`config.mk`:
```
export PLATFORM = sky130hd
export DESIGN_NAME = radix_digit_converter
export DESIGN_NICKNAME = d
export VERILOG_FILES = /design/src/hdl/rdc_pkg.sv /design/src/hdl/rdc_ram.sv /design/src/hdl/rdc_div_step.sv /design/src/hdl/radix_digit_converter.sv
export SDC_FILE = /design/constraint.sdc
export NUM_CORES = 1
export LEC_CHECK = 0
export BUFFER_PORTS_ARGS = -buffer_cell sky130_fd_sc_hd__buf_2
export CAP_MARGIN = 40
export CORE_ASPECT_RATIO = 0.8
export CORE_MARGIN = 5
export CORE_UTILIZATION = 40
export DETAILED_ROUTE_END_ITERATION = 10
export PLACE_DENSITY = 0.66
export SYNTH_ARGS = -nofsm -noshare
export SYNTH_HDL_FRONTEND = slang
export SYNTH_SLANG_ARGS = --single-unit
```
`constraint.sdc`:
```
create_clock -name clock -period 21 [get_ports clock]
set_clock_uncertainty 0.15 [all_clocks]
set_input_delay 2.1 -clock clock [delete_from_list [all_inputs] [get_ports clock]]
set_output_delay 2.1 -clock clock [all_outputs]
set_load 0.1 [all_outputs]
```
`src/hdl/rdc_pkg.sv`:
```
// Package for the radix digit converter: widths shared by the converter,
// its divide step and its checker, and the radix limits and radix range
// test used by the converter. No dependencies.
package rdc_pkg;

   localparam int DIGIT_W    = 4;
   localparam int RADIX_W    = 4;
   localparam int REM_W      = DIGIT_W + 1;
   localparam int CHUNK_BITS = 8;

   localparam logic [RADIX_W-1:0] RADIX_MIN   = 4'd2;
   localparam logic [RADIX_W-1:0] RADIX_MAX   = 4'd10;
   localparam logic [RADIX_W-1:0] RADIX_RESET = 4'd10;
   localparam logic [DIGIT_W-1:0] DIGIT_MAX   = 4'd9;

   function automatic logic radix_ok(input logic [RADIX_W-1:0] radix);
      return radix inside {[RADIX_MIN:RADIX_MAX]};
   endfunction

endpackage

```
`src/hdl/rdc_ram.sv`:
```
// Generic single-write, single-read RAM with registered read data.
// No dependencies.
module rdc_ram #(
   parameter int WIDTH = 4,
   parameter int DEPTH = 64
) (
   input  logic                     clock,
   input  logic                     wr_en,
   input  logic [$clog2(DEPTH)-1:0] wr_addr,
   input  logic [WIDTH-1:0]         wr_data,
   input  logic [$clog2(DEPTH)-1:0] rd_addr,
   output logic [WIDTH-1:0]         rd_data
);

   logic [WIDTH-1:0] mem_ff [DEPTH];
   logic [WIDTH-1:0] rd_data_ff;

   always_ff @(posedge clock) begin
      if (wr_en) begin
         mem_ff[wr_addr] <= wr_data;
      end
      rd_data_ff <= mem_ff[rd_addr];
   end

   assign rd_data = rd_data_ff;

endmodule

```
`src/hdl/rdc_div_step.sv`:
```
// One long-division step of the converter: divides a chunk of quotient bits
// by the radix, carrying the partial remainder. Depends on rdc_pkg.
module rdc_div_step
   import rdc_pkg::*;
(
   input  logic [RADIX_W-1:0]    radix,
   input  logic [DIGIT_W-1:0]    rem_in,
   input  logic [CHUNK_BITS-1:0] data_in,
   output logic [CHUNK_BITS-1:0] quot_out,
   output logic [DIGIT_W-1:0]    rem_out
);

   always_comb begin
      logic [REM_W-1:0] part;
      logic [REM_W-1:0] divisor;
      part     = {1'b0, rem_in};
      divisor  = {1'b0, radix};
      quot_out = '0;
      for (int i = CHUNK_BITS - 1; i >= 0; i--) begin
         part = {part[DIGIT_W-1:0], data_in[i]};
         if (part >= divisor) begin
            quot_out[i] = 1'b1;
            part        = part - divisor;
         end
      end
      rem_out = part[DIGIT_W-1:0];
   end

endmodule

```
`src/hdl/radix_digit_converter.sv`:
```
// Each digit is divided out one 8-bit chunk at a time (VALUE_WIDTH/8 chunks
// rounded up, 8 for 64 bits), then the digit stack is popped through the READ
// and PUSH states, PUSH waiting while the result slot is full; a request is
// accepted in IDLE, one transaction at a time. The stack read is registered.
// Reset (synchronous): idle, radix 10, no result pending; stack not cleared.
// Top level of the radix digit converter; depends on rdc_pkg, rdc_div_step, rdc_ram.
module radix_digit_converter
   import rdc_pkg::*;
#(
   parameter int VALUE_WIDTH = 64,
   parameter int MAX_DIGITS  = 64
) (
   input  logic               clock,
   input  logic               reset,
   input  logic               csr_valid,
   output logic               csr_ready,
   input  logic [RADIX_W-1:0] csr_radix,
   input  logic               req_valid,
   output logic               req_ready,
   input  logic [63:0]        req_value,
   output logic               rsp_valid,
   input  logic               rsp_ready,
   output logic [DIGIT_W-1:0] rsp_digit,
   output logic               rsp_last,
   output logic               rsp_bad_radix
);

   localparam int CHUNKS = (VALUE_WIDTH + CHUNK_BITS - 1) / CHUNK_BITS;
   localparam int PAD_W  = CHUNKS * CHUNK_BITS;
   localparam int CHW    = (CHUNKS > 1) ? $clog2(CHUNKS) : 1;
   localparam int CNT_W  = $clog2(MAX_DIGITS + 1);
   localparam int AW     = $clog2(MAX_DIGITS);

   typedef enum logic [2:0] {
      ST_IDLE,
      ST_DIVIDE,
      ST_READ,
      ST_PUSH,
      ST_ERROR
   } state_type;

   state_type          state_ff, state_in;
   logic [RADIX_W-1:0] radix_ff, radix_in;
   logic [PAD_W-1:0]   quot_ff, quot_in;
   logic [DIGIT_W-1:0] rem_ff, rem_in;
   logic [CHW-1:0]     chunk_ff, chunk_in;
   logic [CNT_W-1:0]   cnt_ff, cnt_in;
   logic               rsp_valid_ff, rsp_valid_in;
   logic [DIGIT_W-1:0] rsp_digit_ff, rsp_digit_in;
   logic               rsp_last_ff, rsp_last_in;
   logic               rsp_bad_ff, rsp_bad_in;

   logic [CHUNK_BITS-1:0] div_quot;
   logic [DIGIT_W-1:0]    div_rem;
   logic [PAD_W-1:0]      quot_next;
   logic [CNT_W-1:0]      cnt_dec;
   logic                  stack_wr;
   logic [DIGIT_W-1:0]    stack_rd_data;
   logic                  slot_free;

   rdc_div_step u_div_step (
      .radix    (radix_ff),
      .rem_in   (rem_ff),
      .data_in  (quot_ff[PAD_W-1 -: CHUNK_BITS]),
      .quot_out (div_quot),
      .rem_out  (div_rem)
   );

   rdc_ram #(
      .WIDTH (DIGIT_W),
      .DEPTH (MAX_DIGITS)
   ) u_stack (
      .clock   (clock),
      .wr_en   (stack_wr),
      .wr_addr (cnt_ff[AW-1:0]),
      .wr_data (div_rem),
      .rd_addr (cnt_dec[AW-1:0]),
      .rd_data (stack_rd_data)
   );

   assign quot_next = PAD_W'({quot_ff, div_quot});
   assign cnt_dec   = cnt_ff - CNT_W'(1);
   assign slot_free = !rsp_valid_ff || rsp_ready;

   always_comb begin
      state_in     = state_ff;
      radix_in     = radix_ff;
      quot_in      = quot_ff;
      rem_in       = rem_ff;
      chunk_in     = chunk_ff;
      cnt_in       = cnt_ff;
      rsp_valid_in = rsp_valid_ff && !rsp_ready;
      rsp_digit_in = rsp_digit_ff;
      rsp_last_in  = rsp_last_ff;
      rsp_bad_in   = rsp_bad_ff;
      stack_wr     = 1'b0;

      if (csr_valid) begin
         radix_in = csr_radix;
      end

      case (state_ff)
         ST_IDLE: begin
            if (req_valid) begin
               if (radix_ok(radix_ff)) begin
                  quot_in  = PAD_W'(req_value[VALUE_WIDTH-1:0]);
                  rem_in   = '0;
                  chunk_in = '0;
                  cnt_in   = '0;
                  state_in = ST_DIVIDE;
               end else begin
                  state_in = ST_ERROR;
               end
            end
         end
         ST_DIVIDE: begin
            quot_in = quot_next;
            rem_in  = div_rem;
            if (chunk_ff == CHW'(CHUNKS - 1)) begin
               chunk_in = '0;
               rem_in   = '0;
               stack_wr = 1'b1;
               cnt_in   = cnt_ff + CNT_W'(1);
               if (quot_next == '0 || cnt_ff == CNT_W'(MAX_DIGITS - 1)) begin
                  state_in = ST_READ;
               end
            end else begin
               chunk_in = chunk_ff + CHW'(1);
            end
         end
         ST_READ: begin
            state_in = ST_PUSH;
         end
         ST_PUSH: begin
            if (slot_free) begin
               rsp_valid_in = 1'b1;
               rsp_digit_in = stack_rd_data;
               rsp_last_in  = (cnt_ff == CNT_W'(1));
               rsp_bad_in   = 1'b0;
               cnt_in       = cnt_dec;
               state_in     = (cnt_ff == CNT_W'(1)) ? ST_IDLE : ST_READ;
            end
         end
         ST_ERROR: begin
            if (slot_free) begin
               rsp_valid_in = 1'b1;
               rsp_digit_in = '0;
               rsp_last_in  = 1'b1;
               rsp_bad_in   = 1'b1;
               state_in     = ST_IDLE;
            end
         end
         default: begin
            state_in = ST_IDLE;
         end
      endcase
   end

   always_ff @(posedge clock) begin
      if (reset) begin
         state_ff     <= ST_IDLE;
         radix_ff     <= RADIX_RESET;
         chunk_ff     <= '0;
         cnt_ff       <= '0;
         rsp_valid_ff <= 1'b0;
      end else begin
         state_ff     <= state_in;
         radix_ff     <= radix_in;
         chunk_ff     <= chunk_in;
         cnt_ff       <= cnt_in;
         rsp_valid_ff <= rsp_valid_in;
      end
      quot_ff      <= quot_in;
      rem_ff       <= rem_in;
      rsp_digit_ff <= rsp_digit_in;
      rsp_last_ff  <= rsp_last_in;
      rsp_bad_ff   <= rsp_bad_in;
   end

   assign csr_ready     = 1'b1;
   assign req_ready     = (state_ff == ST_IDLE);
   assign rsp_valid     = rsp_valid_ff;
   assign rsp_digit     = rsp_digit_ff;
   assign rsp_last      = rsp_last_ff;
   assign rsp_bad_radix = rsp_bad_ff;

endmodule

```
## After elaboration in Yosys (flattened, before gate mapping)

Memories as Yosys holds them, arrays and structs flattened. A register that Yosys moved wholly into a read port is not among the register bits.
Cells that the tools add are included.

- Flip-flop bits (word level): 92
- RAM bits: 256
- Output and inout port bits: 9
- Word-level logic and storage cells: 115
- Memories kept: 1

- Add/sub/neg operators: 11
- Magnitude comparators: 10
- Eq/ne operators: 13
- Muxes and demuxes: 54
- Reductions and logical operators: 16

Memories:

| memory | words | bits a word | read ports | clocked after memory_dff | write ports | RTL line | source |
|---|---|---|---|---|---|---|---|
| u_stack.mem_ff | 64 | 4 | 1 | 1 | 1 | rdc_ram.sv:15 | `logic [WIDTH-1:0] mem_ff [DEPTH];` |

Operators by type and width:

| operator | number |
|---|---|
| $mux 64 | 2 |
| $pmux 64 s2 | 1 |
| $logic_not 64->1 | 1 |
| $mux 4 | 13 |
| $ge 5x4->1 | 8 |
| $sub 4x4->4 | 8 |
| $mux 7 | 4 |
| $mux 3 | 9 |
| $pmux 7 s3 | 1 |
| $mux 1 | 17 |
| $pmux 4 s2 | 2 |
| $pmux 3 s5 | 1 |
| $ne 2x2->1 const B | 5 |
| $reduce_and 5->1 | 2 |
| $add 7x1->7 const B | 1 |
| $eq 7x1->1 const B | 1 |
| $eq 7x6->1 const B | 1 |
| $sub 7x1->7 const B | 1 |
| $eq 3x2->1 const B | 2 |
| $eq 3x3->1 const B | 2 |
| $pmux 3 s2 | 1 |
| $reduce_and 3->1 | 2 |
| $ge 4x2->1 const B | 1 |
| $le 4x4->1 const B | 1 |
| 12 further kinds | 17 |

## Depth between registers and ports, before layout

Gate-level depths: netlist of run 1.

- Word-level depth: 21
- Gate-level depth with buffers: 67
- Depth with buffers taken out: 66

## Cells and area by module

From an unflattened synthesis of run 1, not the netlist that was laid out.

- Cells, all modules: 1061
- Area total of the unflattened synthesis: 16465.8 sq um

Modules (own cells, without submodules):

| module | instances | cells each | area each (sq um) | sequential area each (sq um) |
|---|---|---|---|---|
| rdc_ram | 1 | 521 | 10407.5 | 7767.4 |
| radix_digit_converter | 1 | 317 | 4292.9 | 2582.5 |
| rdc_div_step | 1 | 223 | 1765.4 | 0.0 |

## Least setup slack after synthesis of run 1

Ideal clock, no wire load.

- Kind: reg-to-reg
- Start: register radix_ff[1]
- End: memory u_stack.mem_ff[0][0] (data pin)
- Setup time: 0.549 ns
- Data arrival time: 14.303 ns
- Slack: 5.999 ns
- Stages on the path, launching flop included: 63
- Path buffers: 2
- Clock period less this slack: 15.001 ns
- Cells stage by stage: dfxtp_1 -> inv_1 -> ha_1 -> or4_4 -> a21oi_4 -> or2_4 -> mux2_2 -> ha_1 -> a21oi_1 -> o21ai_0 -> a21oi_1 -> nand3_1 -> o21ai_0 -> inv_1 -> ha_1 -> o21ai_0 -> a21oi_1 -> or2_2 -> [... 27 more ...] -> mux2_2 -> inv_1 -> ha_1 -> o21ai_0 -> nand2b_1 -> a21o_1 -> a21oi_1 -> inv_1 -> a221oi_4 -> mux2i_1 -> ha_1 -> o21ai_0 -> a21boi_0 -> o21ai_0 -> nand2b_1 -> or2_1 -> buf_6 -> a21oi_1

- Word-level cells in the longest chain between the ends: 16

RTL lines:

| item | RTL line | source |
|---|---|---|
| start: declaration | radix_digit_converter.sv:43 | `logic [RADIX_W-1:0] radix_ff, radix_in;` |
| start signal: assignment | radix_digit_converter.sv:168 | `radix_ff <= radix_in;` |
| $sub 4x4->4 / $ge 5x4->1 (equally long branches) | rdc_div_step.sv:23, rdc_div_step.sv:21 |  |
| $mux 4 | rdc_div_step.sv:21 | `if (part >= divisor) begin` |
| $sub 4x4->4 / $ge 5x4->1 (equally long branches) | rdc_div_step.sv:23, rdc_div_step.sv:21 |  |
| $mux 4 | rdc_div_step.sv:21 |  |
| $sub 4x4->4 / $ge 5x4->1 (equally long branches) | rdc_div_step.sv:23, rdc_div_step.sv:21 |  |
| $mux 4 | rdc_div_step.sv:21 |  |
| $ge 5x4->1 / $sub 4x4->4 (equally long branches) | rdc_div_step.sv:21, rdc_div_step.sv:23 |  |
| $mux 4 | rdc_div_step.sv:21 |  |
| $sub 4x4->4 / $ge 5x4->1 (equally long branches) | rdc_div_step.sv:23, rdc_div_step.sv:21 |  |
| $mux 4 | rdc_div_step.sv:21 |  |
| $sub 4x4->4 / $ge 5x4->1 (equally long branches) | rdc_div_step.sv:23, rdc_div_step.sv:21 |  |
| $mux 4 | rdc_div_step.sv:21 |  |
| $sub 4x4->4 / $ge 5x4->1 (equally long branches) | rdc_div_step.sv:23, rdc_div_step.sv:21 |  |
| $mux 4 | rdc_div_step.sv:21 |  |
| $ge 5x4->1 * | rdc_div_step.sv:21 |  |
| $mux 4 * | rdc_div_step.sv:21 |  |
| via div_rem[0] | radix_digit_converter.sv:54 | `logic [DIGIT_W-1:0] div_rem;` |
| end: declaration | rdc_ram.sv:15 |  |

The timed path passes the listed nets; every way through them passes the cells marked *.

## Final worst setup path of run 1

- Start: register radix_ff[1]
- End: memory u_stack.mem_ff[41][0] (data pin)

The elaborated chain is that of the path after synthesis.

==> results of run 1 <==
[logic make-up (layout without fill, tap and decap cells)]
family | after synthesis | after routing | synth area share
multiplexers | 111 | 111 | 0.136
AO/OA/AOI/OAI | 112 | 112 | 0.0479
adder cells (fa/ha/maj) | 46 | 46 | 0.0392
buffers and inverters | 83 | 192 | 0.0200
other | 1 | 1 | 0.000231
flip-flops | 352 | 352 | 0.639
AND/OR/NAND/NOR | 406 | 406 | 0.107
XOR/XNOR | 20 | 20 | 0.0108
[state kept, by name, indices dropped and copies added (netlist names)]
register         cells
chunk_ff             3
cnt_ff               7
quot_ff             64
radix_ff             4
rem_ff               4
rsp_bad_radix        1
rsp_digit            4
rsp_last             1
rsp_valid            1
state_ff             3
u_stack.mem_ff     256
u_stack.rd_data      4
[per-layer routing]
metal	routed length, um	vias to the layer above
met1	17400	4910
met4	559	0
met2	16100	269
li1	-	4420
met5	0	-
met3	2140	39
[Yosys cell counts (all sizes together) (2+ instances only)]
cell type  count  area (um2)
edfxtp       330        9910
mux2i         16         173
nor2         107         402
o21ai         29         153
nor3b          2        15.0
xnor2         15         131
and2           7        43.8
clkbuf        32         120
o22ai          2        12.5
a21oi         32         171
a22oi          4        30.0
ha            38         475
dfxtp         22         440
or2            6        40.0
nand3         16        80.1
a211oi         7        65.1
a21o          13        97.6
buf           15        68.8
inv           36         135
nor2b          9        56.3
a221oi         2        41.3
a21boi         2        15.0
or3            4        25.0
and3           4        30.0
xor2           5        43.8
nand2        208         781
nor3           9        45.0
nor4          16         100
a31o           2        17.5
nand2b         9        56.3
nand4          5        31.3
fa             8         160
a31oi          4        25.0
mux2          11         139
o211ai         4        30.0
mux4          84        1890
[worst max-delay path, delay by kind of cell (launching register included)]
kind                       cells  cell delay (ns)
DFF                            1             0.69
AOI/OAI and AO/OA             29             6.21
buffers and inverters          6             1.32
adders and majority gates      8             2.52
and+or+nand+nor               11             2.44
muxes                          6             2.13
[cell type report]
cell class / instances / area (um2) / area share
Inverter: 36 / 135 / 0.00731
Timing Repair Buffer: 90 / 475 / 0.0257
Clock buffer: 45 / 998 / 0.0540
Clock inverter: 21 / 282 / 0.0152
Sequential cell: 352 / 10400 / 0.560
Multi-Input combinational cell: 696 / 5560 / 0.301
Tap cell: 544 / 681 / 0.0368
[cell usage in the layout, fill, tap and decap left out, types with 5 or more instances in the layout]
cell | Yosys | routed
sky130_fd_sc_hd__buf_2 | 1 | 80
sky130_fd_sc_hd__nor2b_1 | 9 | 9
sky130_fd_sc_hd__mux2i_1 | 15 | 15
sky130_fd_sc_hd__buf_4 | 1 | 10
sky130_fd_sc_hd__ha_1 | 38 | 37
sky130_fd_sc_hd__o21ai_0 | 25 | 25
sky130_fd_sc_hd__nor3_1 | 9 | 9
sky130_fd_sc_hd__and2_1 | 7 | 7
sky130_fd_sc_hd__nand2_1 | 208 | 208
sky130_fd_sc_hd__nand2b_1 | 9 | 9
sky130_fd_sc_hd__clkbuf_16 | 0 | 39
sky130_fd_sc_hd__inv_1 | 35 | 34
sky130_fd_sc_hd__clkinv_1 | 0 | 8
sky130_fd_sc_hd__xnor2_1 | 15 | 14
sky130_fd_sc_hd__nor4_1 | 16 | 16
sky130_fd_sc_hd__a211oi_1 | 6 | 6
sky130_fd_sc_hd__mux2_2 | 6 | 6
sky130_fd_sc_hd__bufinv_16 | 0 | 7
sky130_fd_sc_hd__fa_1 | 8 | 8
sky130_fd_sc_hd__a21oi_1 | 31 | 30
sky130_fd_sc_hd__nand4_1 | 5 | 5
sky130_fd_sc_hd__nor2_1 | 107 | 106
sky130_fd_sc_hd__nand3_1 | 16 | 16
sky130_fd_sc_hd__dfxtp_1 | 22 | 21
sky130_fd_sc_hd__a21o_1 | 13 | 13
sky130_fd_sc_hd__xor2_1 | 5 | 5
sky130_fd_sc_hd__edfxtp_1 | 330 | 330
sky130_fd_sc_hd__clkbuf_1 | 32 | 6
sky130_fd_sc_hd__mux4_2 | 84 | 84
[stage by stage]
step / area [um2] / util / cells
floorplan: 16200 / - / 1131
global placement: 17200 / 0.426 / 1718
detailed placement: 17200 / 0.426 / 1718
CTS: 18500 / 0.458 / 1784
global route: 18500 / 0.458 / 1784
finish: 18500 / 0.458 / 1784
[how the worst max path moves through the flow]
| stage | end | slack, ns | cells after the start |
|---|---|---|---|
| floorplan | u_stack.mem_ff[0][0] | 6.00 | 62 |
| global placement | u_stack.mem_ff[62][0] | 5.90 | 61 |
| detailed placement | u_stack.mem_ff[51][0] | 5.20 | 60 |
| CTS | u_stack.mem_ff[19][0] | 5.16 | 60 |
| global route | u_stack.mem_ff[51][0] | 3.91 | 61 |
| finish | u_stack.mem_ff[41][0] | 5.13 | 60 |
==> results.toml, run 1 <==
[outcome]
status = "finished, final reports clean"

[setup_path]
worstReg2RegEnd = "u_stack.mem_ff[41][0]"
crit_top_cell = "sky130_fd_sc_hd__o21ai_0"
timing.critical_path.slowest_stage_cell = "sky130_fd_sc_hd__dfxtp_1"
timing.critical_path.to_type = "flip-flop"
cp_max_fanout = 64
critPathRequiredTime_ns = 21.08
reg2reg_depth = 60
worst_setup_path_startpoint = "radix_ff[1]"
timing.reg2reg.setup_slack_ns = 5.13
critPathMaxStageDelay_ns = 0.69
setup.worst_path.start_class = "flip-flop"
critPathKind = "flip-flop to flip-flop"
rr_startpoint = "radix_ff[1]"
crit_arrival_ns = 15.95

[timing]
tightest_slew_ns = 0.909
max_slew_margin = 0.394
setup_violations_final = 0
timing.final.crit_period_ns = 15.87
final_hold_viol_count = 0
max_freq_ghz = 0.0630
min_period_over_period = 0.755
hold-worst-slack_ns = 0.354
finalMaxSlewViolations = 0
grt_setup_unrepaired = "false"
finalWorstSetupSlack_ns = 5.13
totalNegativeSetupSlack_ns = 0

[clock_tree]
clk_pin_slew_worst_paths_ns = 0.06
ctsResizeCount = 0
post_cts_buffers = 0
cts_root_buf = "sky130_fd_sc_hd__clkbuf_16"
clkSinkCount = 352
worstSkewPairLatency_ns = 0.54
clk_path_buf_depth = 3
cts_buffers = 37
cts_hold_buffers = 0
cts_tree = "built"
clock_tree.htree_level_count = 2

[route]
drt-pass1-iter-count = 5
drt_wl_total_mm = 36.2
drt.antenna.violating_nets = 0
dr_total_vias = 9638
vias_per_cell = 5.40
wire_per_inst_um = 20.3
post-route-drc-count = 0
drt_iter0_markers = 704

[final_layout]
insertedDiodeCount = 0
final_layout_size_suffix_gt1_frac = 0.211
final_nets = 1332
fill_cells = 3526
area_growth_pct = 14.1

[logic_synthesis]
synth_edf_count = 330
post_synth_net_total = 1250
yosysUniqueCellTypes = 67
syn_inst = 1131
synth-async-reset-ratio = 0
ys_warn_count = 0
synth_sequential_area_ratio = 0.639
syn-mean-instance-area_um2 = 14.3
yosys_register_bits = 352
synth_flop_cell = "sky130_fd_sc_hd__edfxtp_1"
synthesis.area_um2 = 16200

[global_route]
first_global_vias = 9493
grt_use_met1 = 0.248
antenna_found_initial = 1
grtUsageMet2 = 0.236
busiest_layer = "met1"
global_route.usage.met3 = 0.0257
maximum_number_of_pins_on_one_net_before_global_route_repair = 72
grt-ovfl-total = 0
grt.total_usage = 0.159
global_route_wire_length_before_repair_mm = 55.9

[placement]
detailedPlace.worstSlack_ns = 5.20
hpwlAfterDp_mm = 23.9
final_weighted_congestion_of_routability_driven_global_placement = 0.849
portBuffers = 80

[die]
height_of_the_chip_um = 190
std_cell_rows = 66
die-width_um = 235
core_um2 = 40400
pin_count = 82
initial_util = 0.401
die_outline_area_um2 = 44700

[min_path]
holdCritPathClass = "flip-flop to flip-flop"
min_delay_worst_endpoint = "rsp_digit[2]"
min_path_cells = 1
worstHoldStart = "u_stack.rd_data[2]"

[flow_run]
timing.max_cap.violations = 0
Power of run 1 is left out: the tool's default activity adds up to more than one toggle a clock period on the data nets, which glitch-free logic cannot reach.
==> run 2: changes to the inputs <==
- clock period: 21 -> 15.38 ns (I/O delays scaled with it)
==> run 2 against run 1 <==
Against the previous run: routed wire length decreased by 0.33%; register-to-register slack worse by 4.1 ns; non-clock buffer count is 8 higher; flip-flop and latch count is the same; sequential share of layout area grew 0.16 points; highest routed layer unchanged.
==> results.toml, run 2 (synthesis results as in run 1) <==
[timing]
hold-worst-slack_ns = 0.352
min_period_over_period = 0.932
totalNegativeSetupSlack_ns = 0
setup_violations_final = 0
max_slew_margin = 0.407
tightest_slew_ns = 0.890
finalMaxSlewViolations = 0
final_hold_viol_count = 0
finalWorstSetupSlack_ns = 1.05
timing.final.crit_period_ns = 14.33
max_freq_ghz = 0.0698

[die]
die_outline_area_um2 = 44700
height_of_the_chip_um = 190
initial_util = 0.401
std_cell_rows = 66
pin_count = 82
core_um2 = 40400
die-width_um = 235

[final_layout]
final_nets = 1338
final_layout_size_suffix_gt1_frac = 0.218
top_regs = "u_stack.mem_ff (256), quot_ff (64), cnt_ff (7)"
mostFrequentLayoutCell = "sky130_fd_sc_hd__edfxtp_1"
area_growth_pct = 13.7
largest_register_ffs = 256
mostFrequentLayoutCells = "330 x sky130_fd_sc_hd__edfxtp_1, 208 x sky130_fd_sc_hd__nand2_1, 106 x sky130_fd_sc_hd__nor2_1"
largest_register_by_flop_count = "u_stack.mem_ff"
insertedDiodeCount = 0

[setup_path]
timing.critical_path.to_type = "flip-flop"
critPathKind = "flip-flop to flip-flop"
crit_arrival_ns = 14.37
cp_max_fanout = 64
critPathRequiredTime_ns = 15.42
path_buf_inv = 6
critPathMaxStageDelay_ns = 0.53
timing.critical_path.slowest_stage_cell = "sky130_fd_sc_hd__mux2_8"
cpLargestDelayFamily = "compound AO/OA/AOI/OAI gates"
setup.worst_path.start_class = "flip-flop"

[clock_tree]
cts_root_buf = "sky130_fd_sc_hd__clkbuf_16"
clkSinkCount = 352
worstSkewPairLatency_ns = 0.54
clk_pin_slew_worst_paths_ns = 0.07
clk_path_buf_depth = 3
cts_hold_buffers = 0
clock_tree.htree_level_count = 2
cts_tree = "built"
cts_buffers = 35

[global_route]
global_route_wire_length_before_repair_mm = 56.8
first_global_vias = 9747
antenna_found_initial = 0
maximum_number_of_pins_on_one_net_before_global_route_repair = 72
grt.total_usage = 0.161
grt-ovfl-total = 0

[outcome]
status = "finished, final reports clean"

[route]
drt.antenna.violating_nets = 0
drt_wl_total_mm = 36.1
dr_total_vias = 9563
wire_per_inst_um = 20.2
vias_per_cell = 5.35
drt_iter0_markers = 847
post-route-drc-count = 0
drt-pass1-iter-count = 6

[placement]
hpwlAfterDp_mm = 24.6
final_weighted_congestion_of_routability_driven_global_placement = 0.880
portBuffers = 80
detailedPlace.worstSlack_ns = 0.579

[min_path]
holdCritPathClass = "flip-flop to flip-flop"

[flow_run]
timing.max_cap.violations = 0
-- run 2: cell count changes in the layout (fill, tap and decap cells not counted), sizes merged --
cell	before	now
buf	90	98
bufinv	7	1
clkinv	11	16
clkbuf	45	43
inv	39	37
-- run 2: repair_timing --
action	in CTS	in global routing
resized for setup	0	12
buffers inserted	0	1
endpoints found under the setup margin	0	262
-- run 2: layer usage --
layer  up-vias  part of all wire  global-route usage
li1       4425                 -                   -
met1      4830              0.48               0.248
met2       262              0.45               0.241
met3        46             0.054              0.0293
met4         0             0.016              0.0319
met5         -                 0                   0
-- run 2: layout make-up --
type	count	area (um2)
fill	3507	21900
sequential	352	10400
multi-input combinational	696	5630
clock buffer	43	927
tap	544	681
timing repair buffer	98	581
inverter	36	135
clock inverter	18	128
-- run 2: per-stage QoR --
| stage | std cells | utilization | area (um2) |
|---|---|---|---|
| floorplan | 1131 | - | 16200 |
| global placement | 1723 | 0.427 | 17300 |
| detailed placement | 1725 | 0.429 | 17300 |
| CTS | 1786 | 0.455 | 18400 |
| global route | 1787 | 0.457 | 18400 |
| finish | 1787 | 0.457 | 18400 |
-- run 2: final timing paths --
kind                 startpoint                    end  slack [ns]  cells past startpoint
max                 radix_ff[1]  u_stack.mem_ff[16][2]        1.05                     61
min          u_stack.rd_data[1]           rsp_digit[1]        0.35                      1
max reg2reg         radix_ff[1]  u_stack.mem_ff[16][2]        1.05                     61
min reg2reg  u_stack.rd_data[1]           rsp_digit[1]        0.35                      1
Power of run 2 is left out for the same reason.
==> run 3: changes to the inputs <==
- ABC_AREA: unset -> 1
- CORE_ASPECT_RATIO: 0.8 -> unset
==> run 3 against run 2 <==
Against the previous run: critical path type unchanged; final cell count grew 21%; largest cell class unchanged; synthesized area grew 1.9%; core utilization grew 0.17 points; register-to-register slack gained 0.96 ns; die area grew 1.7%.
==> results.toml, run 3 <==
[final_layout]
insertedDiodeCount = 0
final_nets = 1725
mostFrequentLayoutCells = "330 x sky130_fd_sc_hd__edfxtp_1, 260 x sky130_fd_sc_hd__nor2_1, 259 x sky130_fd_sc_hd__nand2_1"
final_layout_size_suffix_gt1_frac = 0.118
mostFrequentLayoutCell = "sky130_fd_sc_hd__edfxtp_1"
multi_input_comb_area_um2 = 5480
postLayoutCoreUtil = 0.458
area_growth_pct = 13.3
largest_register_by_flop_count = "u_stack.mem_ff"
final-seq-area_um2 = 10400
fill_cells = 3688
postLayoutCellArea_um2 = 18700
top_regs = "u_stack.mem_ff (256), quot_ff (64), cnt_ff (7)"
largest_register_ffs = 256

[global_route]
grt.total_usage = 0.171
global_route_wire_length_before_repair_mm = 61.9
first_global_vias = 11300
grt-ovfl-total = 0
maximum_number_of_pins_on_one_net_before_global_route_repair = 87
antenna_found_initial = 0

[clock_tree]
post_cts_buffers = 0
clkSinkCount = 352
cts_tree = "built"
worstSkewPairLatency_ns = 0.56
cts_hold_buffers = 0
clock_tree.htree_level_count = 2
clk_path_buf_depth = 3
cts_buffers = 37
cts_root_buf = "sky130_fd_sc_hd__clkbuf_16"
clk_pin_slew_worst_paths_ns = 0.06
ctsResizeCount = 0

[logic_synthesis]
synthesis.area_um2 = 16500
yosysUniqueCellTypes = 45
post_synth_net_total = 1659
synth_top_cell_by_area = "sky130_fd_sc_hd__edfxtp_1"
synth-async-reset-ratio = 0
synth_edf_count = 330
synth_sequential_area_ratio = 0.627
synth_flop_cell = "sky130_fd_sc_hd__edfxtp_1"
ys_top_cells_by_area = "sky130_fd_sc_hd__edfxtp_1 60%, sky130_fd_sc_hd__nand2_1 6.0%, sky130_fd_sc_hd__nor2_1 5.9%"
netlist.area_leader.share = 0.600
ys_warn_count = 0
syn-mean-instance-area_um2 = 10.7
yosys_register_bits = 352
syn_inst = 1540
synth_common_cells = "330 x sky130_fd_sc_hd__edfxtp_1, 262 x sky130_fd_sc_hd__nand2_1, 261 x sky130_fd_sc_hd__nor2_1"
synth.most_common_cell = "sky130_fd_sc_hd__edfxtp_1"

[route]
dr_total_vias = 11700
drt_wl_total_mm = 39.1
drt_iter0_markers = 1076
wire_per_inst_um = 18.0
vias_per_cell = 5.40
post-route-drc-count = 0
met3_wirelength_mm = 2.44
met2_wl_mm = 18.5
drt.antenna.violating_nets = 0
top_layer_used = "met4"
route.layer.met1.wl_mm = 16.9
drt-pass1-iter-count = 5

[setup_path]
setup.worst_path.start_class = "flip-flop"
crit_arrival_ns = 13.60
crit_top_cell = "sky130_fd_sc_hd__nand2_1"
critPathKind = "flip-flop to flip-flop"
worstReg2RegEnd = "u_stack.mem_ff[3][3]"
cp_max_fanout = 33
critPathCapture = "u_stack.mem_ff[3][3]"
rr_startpoint = "radix_ff[1]"
critPathRequiredTime_ns = 15.61
timing.reg2reg.setup_slack_ns = 2.01
critPathMaxStageDelay_ns = 0.66
reg2reg_depth = 74
worst_setup_path_startpoint = "radix_ff[1]"
timing.critical_path.slowest_stage_cell = "sky130_fd_sc_hd__dfxtp_1"
timing.critical_path.to_type = "flip-flop"

[die]
std_cell_rows = 74
pin_count = 82
die-width_um = 213
core_um2 = 40800
die_outline_area_um2 = 45500
initial_util = 0.404
height_of_the_chip_um = 213

[timing]
tightest_slew_ns = 0.915
final_hold_viol_count = 0
hold-worst-slack_ns = 0.322
timing.final.crit_period_ns = 13.37
max_freq_ghz = 0.0748
finalMaxSlewViolations = 0
setup_violations_final = 0
totalNegativeSetupSlack_ns = 0
max_slew_margin = 0.390
min_period_over_period = 0.869
grt_setup_unrepaired = "false"

[flow_run]
timing.max_cap.violations = 0

[placement]
hpwlAfterDp_mm = 25.9
final_weighted_congestion_of_routability_driven_global_placement = 0.942
post_dp_cell_area_um2 = 17500
portBuffers = 80

[outcome]
status = "finished, final reports clean"

[min_path]
holdCritPathClass = "flip-flop to flip-flop"
min_path_cells = 2
==> run 3: worst max-delay path, delay by kind of cell (launching register included) <==
kind,cells,cell delay (ns)
DFF,1,0.66
AOI/OAI and AO/OA,16,2.92
buffers and inverters,12,1.65
adders and majority gates,8,2.40
and+or+nand+nor,38,5.39
==> run 3: worst min path at each step <==
stage,to,start
2_1_floorplan,chunk_ff[1],chunk_ff[1]
3_3_place_gp,chunk_ff[1],chunk_ff[1]
3_5_place_dp,chunk_ff[1],chunk_ff[1]
4_1_cts,chunk_ff[1],chunk_ff[1]
5_1_grt,chunk_ff[2],chunk_ff[2]
6_report,chunk_ff[2],chunk_ff[2]
==> run 3: layout make-up <==
class,instances,share of cell area
sequential,352,0.553
multi-input combinational,999,0.293
clock buffer,45,0.0511
tap,532,0.0356
timing repair buffer,95,0.0316
inverter,121,0.0243
clock inverter,21,0.0110
==> run 3: logic make-up (layout without fill, tap and decap cells) <==
group | after synthesis | in the layout | synth area share
XOR/XNOR | 14 | 14 | 0.00742
buffers and inverters | 189 | 282 | 0.0432
flip-flops | 352 | 352 | 0.627
AND/OR/NAND/NOR | 646 | 646 | 0.166
other | 1 | 1 | 0.000227
multiplexers | 24 | 24 | 0.0145
AO/OA/AOI/OAI | 268 | 268 | 0.103
adder cells (fa/ha/maj) | 46 | 46 | 0.0385
==> run 3: metal layers <==
metal / GRT usage / up-vias
met5: 0 / -
met4: 0.0607 / 0
met3: 0.0270 / 82
met2: 0.279 / 428
met1: 0.233 / 5611
li1: - / 5573
==> run 3: per-stage QoR <==
step / instances / setup slack [ns]
CTS: 2165 / 2.17
floorplan: 1540 / 3.83
detailed placement: 2099 / 2.21
global placement: 2094 / 2.79
finish: 2165 / 2.01
global route: 2165 / 0.762
Power of run 3 is left out for the same reason.
